### src/rtl/cals_pkg.sv
// Types, codes and constant tables of the alignment log scorer
package cals_pkg;

  localparam int FRAC_BITS_DEF   = 16;
  localparam int MAX_QUALITY_DEF = 93;

  localparam int GAP_W   = 21;
  localparam int SCORE_W = 32;
  localparam int TERM_W  = SCORE_W + 1;
  localparam int QUAL_W  = 7;
  localparam int BASE_W  = 8;
  localparam int OP_W    = 3;
  localparam int TAB_N   = 1 << QUAL_W;

  localparam int S_TDATA_W = 24;
  localparam int S_TUSER_W = OP_W + 1;
  localparam int M_TDATA_W = SCORE_W;
  localparam int M_TUSER_W = 1;

  localparam logic signed [GAP_W-1:0] GAP_RESET = -21'sd65536;

  localparam logic [63:0] Q32_ONE          = 64'h1_0000_0000;
  localparam logic [63:0] TENTH_ROOT40_Q32 = 64'd4054710589;
  localparam logic [63:0] LOG10_2_Q32      = 64'd1292913986;

  // Configuration register indexes
  typedef enum logic {
    REG_GAP_OPEN   = 1'b0,
    REG_GAP_EXTEND = 1'b1
  } reg_idx_e;

  // CIGAR operation codes
  typedef enum logic [OP_W-1:0] {
    OP_MATCH  = 3'd0,
    OP_INS    = 3'd1,
    OP_DEL    = 3'd2,
    OP_SCLIP  = 3'd3,
    OP_UNSUPP = 3'd4
  } op_e;

  typedef logic signed [SCORE_W-1:0] tab_t [TAB_N];

  // Term handed from the term logic to the accumulator
  typedef struct packed {
    logic signed [TERM_W-1:0] term;
    logic                     bad;
  } term_t;

  // -log10(y / 2^32) scaled by 2^frac, for 0 < y < 2^32
  function automatic logic [63:0] neg_log10_q32(logic [63:0] y, int frac);
    logic [63:0] m;
    logic [63:0] f;
    logic [63:0] a;
    logic [63:0] r;
    int          ipn;
    m   = y;
    f   = '0;
    ipn = 2;
    for (int k = 0; k < 32; k++) begin
      if (m < (64'd1 << 30)) begin
        m   = m << 1;
        ipn = ipn + 1;
      end
    end
    for (int k = 0; k < 32; k++) begin
      if (m >= (64'd1 << 31)) begin
        m   = m >> 1;
        ipn = ipn - 1;
      end
    end
    for (int i = 1; i <= 32; i++) begin
      m = (m * m) >> 30;
      if (m >= (64'd1 << 31)) begin
        m = m >> 1;
        f = f | (64'd1 << (32 - i));
      end
    end
    a = (64'(ipn) << 32) - f;
    r = (a >> 32) * LOG10_2_Q32 + (((a & 64'hFFFF_FFFF) * LOG10_2_Q32) >> 32);
    return (r + (64'd1 << (31 - frac))) >> (32 - frac);
  endfunction

  // Match term log10(1 - 10^(-q/40)) for every quality
  function automatic tab_t build_match_tab(int frac);
    tab_t        t;
    logic [63:0] x;
    logic [63:0] mag;
    x    = Q32_ONE;
    t[0] = 32'sh8000_0000;
    for (int q = 1; q < TAB_N; q++) begin
      x = (x * TENTH_ROOT40_Q32 + (64'd1 << 31)) >> 32;
      if (x == 0) begin
        t[q] = '0;
      end else if (x >= Q32_ONE) begin
        t[q] = 32'sh8000_0000;
      end else begin
        mag = neg_log10_q32(Q32_ONE - x, frac);
        if (mag > 64'd2147483647) begin
          t[q] = 32'sh8000_0000;
        end else begin
          t[q] = -$signed(mag[SCORE_W-1:0]);
        end
      end
    end
    return t;
  endfunction

  // Quality penalty q/40, rounded half up, for every quality
  function automatic tab_t build_qpen_tab(int frac);
    tab_t        t;
    logic [63:0] v;
    for (int q = 0; q < TAB_N; q++) begin
      v    = ((64'(q) << frac) + 64'd20) / 64'd40;
      t[q] = $signed(v[SCORE_W-1:0]);
    end
    return t;
  endfunction

endpackage

### src/rtl/cigar_alignment_log_scorer_unit.sv
// Top level of the CIGAR alignment log-likelihood scorer
//
// Takes one aligned position per cycle and sums log10 P(data | alignment) in signed
// fixed point with FRAC_BITS fraction bits, saturating at 32 bits. An item passes an
// input register, then a combinational table lookup and a single saturating add into
// the accumulator; the item marked tlast loads the score and the unsupported-operation
// flag into the output register and clears both. Throughput is one item per cycle
// while input ready is high; the result of an accepted last item passes the input
// register, then the output register. Input ready drops only while a result waits in
// the output register and a further last item is held behind it. The user must write
// the gap registers only while no item is in flight; the block does not enforce it.
module cigar_alignment_log_scorer_unit #(
  parameter int FRAC_BITS   = cals_pkg::FRAC_BITS_DEF,
  parameter int MAX_QUALITY = cals_pkg::MAX_QUALITY_DEF
) (
  input  logic                              clk_i,
  input  logic                              rst_ni,
  // Configuration write port
  input  logic                              cfg_wr_en_i,
  input  logic                              cfg_addr_i,
  input  logic [cals_pkg::GAP_W-1:0]        cfg_wdata_i,
  // Input stream
  input  logic                              s_axis_tvalid,
  output logic                              s_axis_tready,
  // read_base [7:0], ref_base [15:8], base_quality [22:16], zero [23]
  input  logic [cals_pkg::S_TDATA_W-1:0]    s_axis_tdata,
  // op_code [2:0], entry_start [3]
  input  logic [cals_pkg::S_TUSER_W-1:0]    s_axis_tuser,
  input  logic                              s_axis_tlast,
  // Result stream
  output logic                              m_axis_tvalid,
  input  logic                              m_axis_tready,
  // log_score [31:0]
  output logic [cals_pkg::M_TDATA_W-1:0]    m_axis_tdata,
  // bad_op [0]
  output logic [cals_pkg::M_TUSER_W-1:0]    m_axis_tuser
);
  import cals_pkg::*;

  localparam logic signed [TERM_W:0] SAT_MAX = (TERM_W+1)'(33'sh0_7FFF_FFFF);
  localparam logic signed [TERM_W:0] SAT_MIN = -(TERM_W+1)'(34'sh0_8000_0000);

  logic signed [GAP_W-1:0]   gap_open_q, gap_extend_q;
  logic                      s1_valid_q;
  logic [OP_W-1:0]           s1_op_q;
  logic [BASE_W-1:0]         s1_rb_q, s1_fb_q;
  logic [QUAL_W-1:0]         s1_qual_q;
  logic                      s1_start_q, s1_last_q;
  logic signed [SCORE_W-1:0] acc_q, acc_d;
  logic                      sticky_q;
  logic                      out_valid_q;
  logic [SCORE_W-1:0]        out_score_q;
  logic                      out_bad_q;
  term_t                     term;
  logic signed [TERM_W:0]    sum;
  logic                      advance;
  logic                      s_req;

  // Write gap penalty registers
  always_ff @(posedge clk_i or negedge rst_ni) begin
    if (!rst_ni) begin
      gap_open_q   <= GAP_RESET;
      gap_extend_q <= GAP_RESET;
    end else if (cfg_wr_en_i) begin
      case (reg_idx_e'(cfg_addr_i))
        REG_GAP_OPEN:   gap_open_q   <= $signed(cfg_wdata_i);
        REG_GAP_EXTEND: gap_extend_q <= $signed(cfg_wdata_i);
        default:        ;
      endcase
    end
  end

  // Stage 1 advances unless a last item would overwrite a waiting result
  assign advance       = !s1_valid_q || !s1_last_q || !out_valid_q || m_axis_tready;
  assign s_axis_tready = advance;
  assign s_req         = s_axis_tvalid && s_axis_tready;

  // Capture the input request
  always_ff @(posedge clk_i or negedge rst_ni) begin
    if (!rst_ni) begin
      s1_valid_q <= 1'b0;
    end else if (advance) begin
      s1_valid_q <= s_req;
    end
  end

  always_ff @(posedge clk_i) begin
    if (s_req) begin
      s1_rb_q    <= s_axis_tdata[7:0];
      s1_fb_q    <= s_axis_tdata[15:8];
      s1_qual_q  <= s_axis_tdata[22:16];
      s1_op_q    <= s_axis_tuser[OP_W-1:0];
      s1_start_q <= s_axis_tuser[OP_W];
      s1_last_q  <= s_axis_tlast;
    end
  end

  cals_term #(
    .FRAC_BITS   (FRAC_BITS),
    .MAX_QUALITY (MAX_QUALITY)
  ) u_term (
    .op_code_i      (s1_op_q),
    .read_base_i    (s1_rb_q),
    .ref_base_i     (s1_fb_q),
    .base_quality_i (s1_qual_q),
    .entry_start_i  (s1_start_q),
    .gap_open_i     (gap_open_q),
    .gap_extend_i   (gap_extend_q),
    .term_o         (term)
  );

  // Add the term and saturate to 32 bits
  always_comb begin
    sum = (TERM_W+1)'(acc_q) + (TERM_W+1)'(term.term);
    if (sum > SAT_MAX) begin
      acc_d = SCORE_W'(SAT_MAX);
    end else if (sum < SAT_MIN) begin
      acc_d = SCORE_W'(SAT_MIN);
    end else begin
      acc_d = sum[SCORE_W-1:0];
    end
  end

  // Accumulate, and on the last item load the result and clear
  always_ff @(posedge clk_i or negedge rst_ni) begin
    if (!rst_ni) begin
      acc_q       <= '0;
      sticky_q    <= 1'b0;
      out_valid_q <= 1'b0;
    end else begin
      if (m_axis_tready) begin
        out_valid_q <= 1'b0;
      end
      if (s1_valid_q && advance) begin
        if (s1_last_q) begin
          acc_q       <= '0;
          sticky_q    <= 1'b0;
          out_valid_q <= 1'b1;
        end else begin
          acc_q    <= acc_d;
          sticky_q <= sticky_q | term.bad;
        end
      end
    end
  end

  always_ff @(posedge clk_i) begin
    if (s1_valid_q && advance && s1_last_q) begin
      out_score_q <= acc_d;
      out_bad_q   <= sticky_q | term.bad;
    end
  end

  assign m_axis_tvalid = out_valid_q;
  assign m_axis_tdata  = out_score_q;
  assign m_axis_tuser  = out_bad_q;

endmodule

### src/rtl/cals_term.sv
// Per-item log term: quality clamp, table lookups and gap selection
module cals_term #(
  parameter int FRAC_BITS   = cals_pkg::FRAC_BITS_DEF,
  parameter int MAX_QUALITY = cals_pkg::MAX_QUALITY_DEF
) (
  input  logic [cals_pkg::OP_W-1:0]          op_code_i,
  input  logic [cals_pkg::BASE_W-1:0]        read_base_i,
  input  logic [cals_pkg::BASE_W-1:0]        ref_base_i,
  input  logic [cals_pkg::QUAL_W-1:0]        base_quality_i,
  input  logic                               entry_start_i,
  input  logic signed [cals_pkg::GAP_W-1:0]  gap_open_i,
  input  logic signed [cals_pkg::GAP_W-1:0]  gap_extend_i,
  output cals_pkg::term_t                    term_o
);
  import cals_pkg::*;

  localparam tab_t MATCH_TAB = build_match_tab(FRAC_BITS);
  localparam tab_t QPEN_TAB  = build_qpen_tab(FRAC_BITS);
  localparam logic [QUAL_W-1:0] QMAX = QUAL_W'(MAX_QUALITY);

  logic [QUAL_W-1:0]        qual;
  logic signed [TERM_W-1:0] match_val;
  logic signed [TERM_W-1:0] qpen;
  logic signed [TERM_W-1:0] gap;

  // Clamp quality, read both tables and select the gap term
  always_comb begin
    qual      = (base_quality_i > QMAX) ? QMAX : base_quality_i;
    match_val = TERM_W'(MATCH_TAB[qual]);
    qpen      = TERM_W'(QPEN_TAB[qual]);
    gap       = entry_start_i ? TERM_W'(gap_open_i) : TERM_W'(gap_extend_i);
  end

  // Pick the term by operation
  always_comb begin
    term_o.term = '0;
    term_o.bad  = 1'b0;
    case (op_code_i)
      OP_MATCH: term_o.term = (read_base_i == ref_base_i) ? match_val : -qpen;
      OP_INS:   term_o.term = gap - qpen;
      OP_DEL:   term_o.term = gap;
      OP_SCLIP: term_o.term = -qpen;
      default:  term_o.bad  = 1'b1;
    endcase
  end

endmodule

### config.mk
export PLATFORM = sky130hd
export DESIGN_NAME = cigar_alignment_log_scorer_unit
export DESIGN_NICKNAME = d
export VERILOG_FILES = /design/src/rtl/cals_pkg.sv /design/src/rtl/cigar_alignment_log_scorer_unit.sv /design/src/rtl/cals_term.sv
export SDC_FILE = /design/constraint.sdc
export NUM_CORES = 1
export LEC_CHECK = 0
export ABC_AREA = 1
export BUFFER_PORTS_ARGS = -buffer_cell sky130_fd_sc_hd__buf_2
export CORE_ASPECT_RATIO = 0.75
export CORE_MARGIN = 1
export CORE_UTILIZATION = 30
export CTS_CLUSTER_DIAMETER = 30
export CTS_CLUSTER_SIZE = 8
export DETAILED_ROUTE_END_ITERATION = 16
export HOLD_SLACK_MARGIN = 0.12
export PLACE_DENSITY = 0.47
export SYNTH_ARGS = -nofsm -noshare
export SYNTH_HDL_FRONTEND = slang
export SYNTH_HIERARCHICAL = 1
export SYNTH_SLANG_ARGS = --single-unit
### constraint.sdc
create_clock -name clk_i -period 7.05 [get_ports clk_i]
set_input_delay 0.705 -clock clk_i [delete_from_list [all_inputs] [get_ports clk_i]]
set_output_delay 0.705 -clock clk_i [all_outputs]
set_load 0.05 [all_outputs]
; ---- Word level (Yosys, flattened, before mapping)
; Memories as Yosys holds them, arrays and structs flattened.
; Index checks and enable logic that the tools add are counted.
[classes]
magnitude_cmp = 4
n_eq_ne = 4
mux = 16
addsub = 3
bitwise_logic = 3
n_reduce_logical = 13
[op_table]
columns = cell, n
row1 = 32-bit two-way mux, 7
row2 = 33-bit case mux with 4 select lines, 1
row3 = 33-bit two-way mux, 2
row4 = 32-bit by 33-bit adder with 34-bit output, 1
row5 = "34-bit by 32-bit greater-than comparator with 1-bit output, second input constant", 1
row6 = "34-bit by 32-bit less-than comparator with 1-bit output, second input constant", 1
row7 = 32-bit negation with 33-bit output, 1
row8 = 33-bit by 32-bit subtractor with 33-bit output, 1
row9 = 8-bit equality test, 1
row10 = "8-bit greater-or-equal comparator, second input constant", 1
row11 = 7-bit inverter with 8-bit output, 1
row12 = "7-bit greater-than comparator, second input constant", 1
row13 = 7-bit two-way mux, 1
row14 = "3-bit by 2-bit equality test with 1-bit output, second input constant", 2
row15 = 1-bit two-way mux, 5
row16 = 2-bit AND reduction, 2
row17 = 4-bit OR reduction, 1
row18 = "3-bit by 1-bit equality test with 1-bit output, second input constant", 1
row19 = 1-bit logical AND, 3
row20 = 1-bit zero test, 3
row21 = 3-bit zero test, 1
row22 = 1-bit logical OR, 3
row23 = 1-bit inverter, 1
row24 = 1-bit OR, 1
[word_totals]
register_bits = 138
mem_bits_ro = 8192
memories = 2
output_inout_bits = 35
wordCells = 59
[memory_table]
columns = name, words, width, rd, rd_clocked_by_memory_dff, wr, line_no
row1 = (no name shown), 128, 32, 1, 0, 0, cals_term.sv:29  ; match_val = TERM_W'(MATCH_TAB[qual]);
row2 = (no name shown), 128, 32, 1, 0, 0, cals_term.sv:30  ; qpen = TERM_W'(QPEN_TAB[qual]);

; ---- Depth between registers and ports, before layout
; Gate-level depths: netlist of the first run.
[logic_depth]
depth_word = 14
ltp_mapped = 53
ltp_nobuf = 51

; ---- Hierarchy
; Netlist of the first run, hierarchy kept.
[modules_own_cells]
columns = mod, n_inst, area_each_um2, cells_each
row1 = cigar_alignment_log_scorer_unit, 1, 7503.4, 890
row2 = cals_term, 1, 5064.9, 967

; ---- Least setup slack after synthesis of the first run
; Ideal clock, no wire load.
[synth_path]
path_kind = reg2reg
startpoint = register s1_qual_q[2]
endpoint = register out_score_q[0], in the netlist m_axis_tdata[0], data pin
path_buffers = 1
stages_incl_launch_ff = 47
required_ps = 6792
period_less_slack_ps = 6290
setup_slack_ps = 760
arrival_ps = 6032
path_cell_list = edfxtp_1 nand2_1 o21ai_2 nand2_4 nand2_1 inv_1 ha_1 inv_1 nand2_1 nand3_1 nand3_1 nand2_1 inv_1 nand2_1 nand2_1 nand2_1 nand2_1 ha_1 [... 11 more ...] nand2_1 nand2_1 a21oi_4 nand2_1 ha_1 nand2_1 inv_1 a21oi_1 nand2_1 a21oi_1 nand2_1 nand2_1 nand2_1 nand2_2 nand2_4 buf_8 inv_1 o21ai_1
[synth_rtl]
columns = item, line_no
row1 = "start, declared", cigar_alignment_log_scorer_unit.sv:47  ; logic [QUAL_W-1:0] s1_qual_q;
row2 = "start signal, assigned", cigar_alignment_log_scorer_unit.sv:91  ; s1_qual_q <= s_axis_tdata[22:16];
row3 = "end signal, assigned", cigar_alignment_log_scorer_unit.sv:149  ; out_score_q <= acc_d;
row4 = "end, declared", cigar_alignment_log_scorer_unit.sv:52  ; logic [SCORE_W-1:0] out_score_q;

==> results.md, run 1 <==
| Stage | Item | This run |
|---|---|---|
| run status | Outcome | finished, final reports clean |
| global routing | Tot GR Track Use | 0.2229 |
| worst setup path | Crit-path most repeated cell | nand2_1 |
| routing | 1st-pass router iterations | 5 |
| routing | Via count of the routed design | 12990 |
| cts | TritonCTS clock tree | yes |
| logic synthesis | Synthesized netlist net count | 1988 |
| run | MaxCap Viol Count | 0 |
| routing | Top layer used by detailed routing | met4 |
| logic synthesis | Synthesis warning total | 6 |
| worst setup path | Worst path slowest cell | ha_4 |
| routing | Number of DRC markers after the initial detailed-route iteration | 1197 |
| die | Number of cell rows | 64 |
| cts | Maximum clock path buffer count | 2 |
| global routing | Pin count of the biggest net entering global routing | 48 |
| logic synthesis | Post-synth EDFFs | 61 |
| worst setup path | CP arrival | 6.84 ns |
| logic synthesis | Number of unique standard cell types used by synthesis | 67 |
| worst hold path | Worst min path class | in -> async |
| cts | Clock transition at the register clock pins on the worst setup and hold paths after CTS | 0.06 ns |
| worst setup path | Critical path's largest stage delay | 0.45 ns |
| worst setup path | Top cell family by delay on the critical path | simple AND/OR/NAND/NOR gates |
| finish | Area delta synth->final | 22.37% |
| finish | Fraction of layout cells with a size suffix above 1 | 0.2309 |
| worst setup path | Category of the most critical setup path | reg -> reg |
| global routing | Initial antenna violation count | 0 |
| sta | Final worst path period need | 6.642 ns |
| sta | Final setup fails | 0 |
| logic synthesis | Netlist area before placement | 0.01257 mm2 |
| finish | Core utilization of the finished layout | 0.3751 |
| routing | Wire per inst | 17.51 um |
| cts | H-tree Lvls | 4 |
| logic synthesis | Share of flip-flops with an asynchronous set or reset | 0.5580 |
| routing | Wire length after detailed routing | 46510 um |
| routing | Detailed-routed wire length on met2 | 18020 um |
| finish | Post-Layout Cell Count | 2657 |
| logic synthesis | Post-Syn Area per Cell | 6.768 um2 |
| logic synthesis | Sequential element share of the synthesized area | 0.3000 |
| power and ir drop | Leakage | 8.008 nW |
| placed design | Detailed Place HPWL | 36840 um |
| placed design | Post-place instance area | 0.01472 mm2 |
| cts | Root cell of the clock tree | clkbuf_16 |
| routing | Met3 wirelength from detailed routing | 2962 um |
| die | I/O pin count | 91 |
| sta | Share of the cycle needed by the critical path after routing | 0.9421 |
| global routing | Vias in the first global route | 12100 |
| placed design | Worst setup slack before clock tree synthesis | 0.1797 ns |
| power and ir drop | VDD IR max | 0.0002344 V |
| placed design | Quantity of I/O buffers inserted on ports | 89 |
| die | Vertical extent of the die | 179.3 um |
| worst setup path | Number of buffers and inverters on the critical path | 5 |
| sta | Post-layout worst setup margin | 0.4079 ns |
| die | Placeable core area | 0.04100 mm2 |
| worst setup path | Data required, critical path | 7.25 ns |
| routing | Routed met1 length | 25050 um |
| global routing | First-pass GRT wire length | 72140 um |
| sta | Final Hold Violating Endpoints | 0 |
| logic synthesis | Gate Count Post-Synth | 1857 |
| routing | DR DRC count | 0 |
| worst setup path | Startpoint type of the worst setup path | register |
| finish | # diodes | 0 |
| sta | Worst slew margin relative to its limit | 0.3352 |
| sta | Upper clock frequency limit | 150.6 MHz |
| global routing | Total gr overflow | 0 |
| finish | Final net count | 2214 |
| sta | Measured slew at the worst slew-check pin | 0.9949 ns |
| routing | Antenna violation net count after detailed routing | 0 |
| worst setup path | Maximum fanout along the worst path | 14 |
| cts | Number of buffers created by CTS | 17 |
| cts | Number of setup buffers added after CTS | 0 |
| die | Initial Utilization | 0.3065 |
| worst setup path | Capturing element type of the critical path | register |
| cts | Insertion delay to the later sink of the worst-skew pair | 0.46 ns |
| die | Overall die area | 0.04273 mm2 |
| cts | TritonCTS sink count | 138 |
| power and ir drop | Power per Cell Area | 322.5 mW/mm2 |
| placed design | Last weighted congestion value of the routability-driven placer | 1.034 |
| logic synthesis | Top_reg_cell synth | dfrtp_1 |
| finish | Final design instance area without fill | 0.01538 mm2 |
| routing | Per-cell via count in the routed design | 4.889 |
| placed design | Count of placed standard cells including taps | 2625 |
| sta | Final worst clock skew | 0.01064 ns |
| die | Die X-Extent | 238.3 um |
| logic synthesis | Register bit count reported by yosys | 138 |
| sta | Pins over their slew limit | 0 |
-- worst paths after layout --
check	start	endpoint	slack, ns	depth (start not counted)
max in group asynchronous	rst_ni	acc_q[7]	5.83	2
hold reg to reg	gap_open_q[2]	gap_open_q[2]	0.48	2
hold / removal	rst_ni	gap_open_q[3]	0.17	1
setup reg to reg	s1_qual_q[5]	m_axis_tdata[4]	0.41	44
setup / recovery	s1_qual_q[5]	m_axis_tdata[4]	0.41	44
min in group clk_i	s_axis_tdata[0]	s1_rb_q[0]	0.41	1
-- cell usage in the layout (no fill, tap or decap), drive strengths merged, types with 3 or more instances in the layout --
cell type	synthesis	routed
buf	32	264
nor2	119	119
nand2	734	734
a221oi	4	4
a211oi	4	4
dfstp	10	10
o31ai	4	4
o21ai	114	114
o211ai	12	12
a21oi	105	105
ha	73	73
xnor2	4	4
o221ai	11	11
a21boi	4	4
nor3	27	27
o22ai	8	8
clkbuf	25	24
dfrtp	67	67
nand3	117	117
a31oi	3	3
o21bai	8	8
edfxtp	61	61
xor2	20	20
nand3b	8	8
clkinv	3	9
inv	214	215
a21o	4	4
nand4	21	21
or2	19	19
-- timing repair --
item                                    in CTS  in global routing
resized for setup                            0                 21
endpoints found under the setup margin       0                 64
hold endpoints to repair                     0                  0
hold buffers                                 0                  0
-- area by class of cell --
| type | instances | area, um2 |
|---|---|---|
| fill | 4449 | 25620 |
| clock inverter | 8 | 61.31 |
| sequential | 138 | 3771 |
| tap | 561 | 701.9 |
| clock buffer | 24 | 514.2 |
| inverter | 217 | 822.0 |
| multi-input combinational | 1445 | 7697 |
| timing repair buffer | 264 | 1812 |
-- logic make-up (layout without fill, tap and decap cells) --
family,Yosys count,count (layout),share of synthesized area
compound gates,295,295,0.1382
xor+xnor,24,24,0.01672
fa+ha+maj,75,75,0.07586
buf+inv,274,513,0.09667
flops,138,138,0.3001
mux,2,2,0.001593
simple gates,1049,1049,0.3709
-- state kept, by name, summed over array words and instances, names as in the netlist, 3 cells and up --
register      count
acc_q            32
m_axis_tdata     32
gap_extend_q     21
gap_open_q       21
s1_fb_q           8
s1_rb_q           8
s1_qual_q         7
s1_op_q           3
-- cell usage after synthesis (4+ instances only) --
cell / count / area share
xor2_1: 20 / 0.014
nor2_2: 5 / 0.0025
a221oi_1: 4 / 0.0028
dfrtp_1: 67 / 0.13
nand4_1: 19 / 0.0095
clkbuf_1: 25 / 0.0075
nor3_1: 24 / 0.0096
dfstp_2: 10 / 0.021
o21bai_1: 8 / 0.0048
xnor2_1: 4 / 0.0028
edfxtp_1: 61 / 0.15
a21oi_1: 99 / 0.039
nor2_1: 105 / 0.031
a21boi_0: 4 / 0.0024
o21ai_1: 9 / 0.0036
o21ai_2: 5 / 0.0035
a211oi_1: 4 / 0.0024
nand3b_1: 8 / 0.0048
ha_1: 73 / 0.073
inv_1: 198 / 0.059
nand2_2: 88 / 0.044
o31ai_1: 4 / 0.0024
nand3_2: 4 / 0.0032
buf_6: 10 / 0.0090
nand2_1: 641 / 0.19
a21oi_2: 5 / 0.0035
nor2_4: 8 / 0.0072
nand3_1: 113 / 0.045
buf_2: 9 / 0.0036
o22ai_1: 8 / 0.0040
or2_2: 17 / 0.0085
a21o_1: 4 / 0.0024
o21ai_0: 100 / 0.040
buf_8: 4 / 0.0048
nand2_4: 4 / 0.0036
buf_4: 4 / 0.0024
o221ai_1: 11 / 0.0077
o211ai_1: 12 / 0.0072
inv_2: 14 / 0.0042
-- stage by stage --
step / setup TNS, ns / hold WS, ns / power [mW]
3_5_place_dp: 0 / 0.4731 / 4.036
4_1_cts: 0 / 0.1481 / 4.949
2_1_floorplan: 0 / 0.4094 / 3.081
5_1_grt: -0.1488 / 0.1874 / 5.328
3_3_place_gp: 0 / 0.4662 / 4.021
6_report: 0 / 0.1715 / 4.960
-- worst reg2reg max path: cells and delay by family, from the launching register on --
| family | cells | cell delay (ns) |
|---|---|---|
| adder cells (fa/ha/maj) | 4 | 1.33 |
| buffers and inverters | 5 | 0.67 |
| AO/OA/AOI/OAI | 9 | 1.25 |
| AND/OR/NAND/NOR | 26 | 2.69 |
| flip-flops | 1 | 0.43 |
-- power by group --
part           switching [mW]  internal [mW]
Combinational            1.80           1.07
Sequential              0.106           1.10
Clock                   0.375          0.512
-- per-layer routing --
layer / vias to the layer above / GRT usage
met2: 415 / 0.3045
met1: 6017 / 0.3517
met3: 30 / 0.03849
met4: 0 / 0.05262
met5: - / 0
li1: 6527 / -
No activity file was read; power rests on OpenSTA's default activity.
==> inputs of run 2 (changes only) <==
==> constraint.sdc (replaced) <==
create_clock -name clk_i -period 7.9 [get_ports clk_i]
set_input_delay 0.79 -clock clk_i [delete_from_list [all_inputs] [get_ports clk_i]]
set_output_delay 0.79 -clock clk_i [all_outputs]
set_load 0.05 [all_outputs]
==> run 2 against run 1 <==
Global-route usage is 0.61 points lower. Final cell count shrank 1.8%. First-iteration DRC count down 14%. Combinational power fell by 16%.
==> results.md, run 2 (synthesis gave the netlist of run 1 again) <==
| Stage | Item | This run | vs previous |
|---|---|---|---|
| die | Die X-Extent | 238.3 um | unchanged |
| power and ir drop | Power per Cell Area | 286.8 mW/mm2 | -11% |
| finish | Final net count | 2167 | -2.1% |
| sta | Worst slew margin relative to its limit | 0.3242 | -0.01094 |
| cts | H-tree Lvls | 4 | unchanged |
| die | Vertical extent of the die | 179.3 um | unchanged |
| global routing | Initial antenna violation count | 1 | +1 |
| cts | TritonCTS sink count | 138 | unchanged |
| die | Overall die area | 0.04273 mm2 | unchanged |
| cts | Insertion delay to the later sink of the worst-skew pair | 0.46 ns | about the same |
| finish | Most common cell after layout, fill and taps aside | nand2_1 |  |
| die | I/O pin count | 91 | unchanged |
| cts | Number of buffers created by CTS | 17 | unchanged |
| sta | Post-layout worst setup margin | 0.8561 ns | +0.4481 ns |
| cts | Root cell of the clock tree | clkbuf_16 |  |
| power and ir drop | Leakage | 7.761 nW | -3.1% |
| finish | Footprint of the flip-flops and latches | 0.003771 mm2 | unchanged |
| cts | TritonCTS clock tree | yes |  |
| finish | Fraction of layout cells with a size suffix above 1 | 0.2069 | -0.02399 |
| routing | 1st-pass router iterations | 7 | +2 |
| sta | RSZ-0062 raised after global routing | no |  |
| global routing | Tot GR Track Use | 0.2169 | -0.006057 |
| routing | Top layer used by detailed routing | met4 |  |
| global routing | First-pass GRT wire length | 69560 um | -3.6% |
| routing | Via count of the routed design | 12860 | -1.0% |
| sta | Final setup fails | 0 | unchanged |
| routing | Met3 wirelength from detailed routing | 3586 um | +21% |
| sta | Final Hold Violating Endpoints | 0 | unchanged |
| power and ir drop | Post-route total power | 4.284 mW | -14% |
| worst setup path | Data required, critical path | 8.29 ns | +1.04 ns |
| routing | Wire length after detailed routing | 45170 um | -2.9% |
| finish | Fill cell total of the finished layout | 4500 | +1.1% |
| finish | Multi-input combinational cell area | 0.007621 mm2 | -0.99% |
| worst hold path | Worst min path class | in -> async |  |
| worst setup path | Maximum fanout along the worst path | 12 | -2 |
| sta | Hold Worst Slack | 0.2513 ns | +0.07976 ns |
| placed design | Detailed Place HPWL | 35740 um | -3.0% |
| global routing | Pin count of the biggest net entering global routing | 50 | +4.2% |
| worst setup path | Capturing element type of the critical path | register |  |
| worst setup path | Worst path slowest cell | edfxtp_1 |  |
| die | Placeable core area | 0.04100 mm2 | unchanged |
| worst setup path | Category of the most critical setup path | reg -> reg |  |
| cts | Hold buffer count at cts | 0 | unchanged |
| worst setup path | Critical path's largest stage delay | 0.49 ns | +0.04 ns |
| placed design | Worst setup slack before clock tree synthesis | 0.6602 ns | +0.4805 ns |
| sta | Final worst clock skew | 0.01144 ns | +0.0007982 ns |
| worst setup path | Number of buffers and inverters on the critical path | 7 | +2 |
| placed design | Last weighted congestion value of the routability-driven placer | 1.004 | -2.9% |
| finish | Area delta synth->final | 18.86% |  |
| sta | Setup_tns | 0 ns | unchanged |
| run status | Outcome | finished, final reports clean |  |
| sta | Final worst path period need | 7.044 ns | +0.4019 ns |
| sta | Share of the cycle needed by the critical path after routing | 0.8916 | -0.05050 |
| finish | # diodes | 0 | unchanged |
| worst setup path | Startpoint type of the worst setup path | register |  |
| routing | Per-cell via count in the routed design | 4.926 | +0.77% |
| placed design | Quantity of I/O buffers inserted on ports | 89 | unchanged |
| power and ir drop | VDD IR max | 0.0001680 V | -28% |
| routing | Detailed-routed wire length on met2 | 17060 um | -5.3% |
| routing | Antenna violation net count after detailed routing | 0 | unchanged |
| global routing | Vias in the first global route | 11930 | -1.4% |
| worst setup path | Top cell family by delay on the critical path | simple AND/OR/NAND/NOR gates |  |
| finish | Leading cell types in the layout, fill and taps excluded | nand2_1, inv_1, buf_4 |  |
| sta | Pins over their slew limit | 0 | unchanged |
| sta | Upper clock frequency limit | 142.0 MHz | -5.7% |
| worst setup path | CP arrival | 7.44 ns | +0.60 ns |
| cts | Maximum clock path buffer count | 2 | unchanged |
| global routing | Total gr overflow | 0 | unchanged |
| run | MaxCap Viol Count | 0 | unchanged |
| cts | Clock transition at the register clock pins on the worst setup and hold paths after CTS | 0.06 ns | about the same |
| worst setup path | Crit-path most repeated cell | nand2_1 |  |
| die | Number of cell rows | 64 | unchanged |
| routing | Wire per inst | 17.31 um | -1.1% |
| sta | Measured slew at the worst slew-check pin | 1.011 ns | +0.01638 ns |
| routing | DR DRC count | 0 | unchanged |
| die | Initial Utilization | 0.3065 | unchanged |
| routing | Number of DRC markers after the initial detailed-route iteration | 1030 | -14% |
| routing | Routed met1 length | 23740 um | -5.2% |
==> run 2: changes by cell type in the layout (fill, tap and decap cells not counted), sizes merged <==
cell / change
inv: +2
clkinvlp: +4
clkinv: -3
clkbuf: -4
bufinv: +1
buf: -47
==> run 2: power breakdown <==
group	total (mW)	switching, mW	internal [mW]
clock	0.784	0.340	0.444
sequential	1.08	0.0961	0.982
combinational	2.42	1.55	0.869
==> run 2: metal layers <==
layer / up-vias / track usage
met5: - / 0
met4: 0 / 0.05796
met3: 59 / 0.04742
met2: 490 / 0.2909
met1: 5885 / 0.3378
li1: 6424 / -
==> run 2: cell type report <==
type,instances,share of cell area
clock buffer,20,0.02990
clock inverter,12,0.007873
inverter,217,0.05503
multi-input combinational,1445,0.5101
sequential,138,0.2524
tap,561,0.04698
timing repair buffer,217,0.09766
==> run 2: final timing paths <==
path | cells past startpoint | slack [ns] | end | from
min | 1 | 0.25 | gap_extend_q[15] | rst_ni
min in group clk_i | 2 | 0.48 | gap_extend_q[6] | gap_extend_q[6]
max in group asynchronous | 2 | 6.60 | acc_q[10] | rst_ni
min reg2reg | 2 | 0.48 | gap_extend_q[6] | gap_extend_q[6]
max | 48 | 0.86 | acc_q[26] | s1_qual_q[2]
max reg2reg | 48 | 0.86 | acc_q[26] | s1_qual_q[2]
==> run 2: metrics by stage <==
step	area [um2]	std cells	utilization
3_5_place_dp	14370	2578	0.3504
5_1_grt	14940	2610	0.3644
3_3_place_gp	14370	2578	0.3504
2_1_floorplan	12570	1857	-
6_report	14940	2610	0.3644
4_1_cts	14930	2610	0.3642
==> run 2: timing repair <==
item	CTS	global route
gates resized for setup	0	4
setup buffers	0	0
endpoints found under the setup margin	0	62
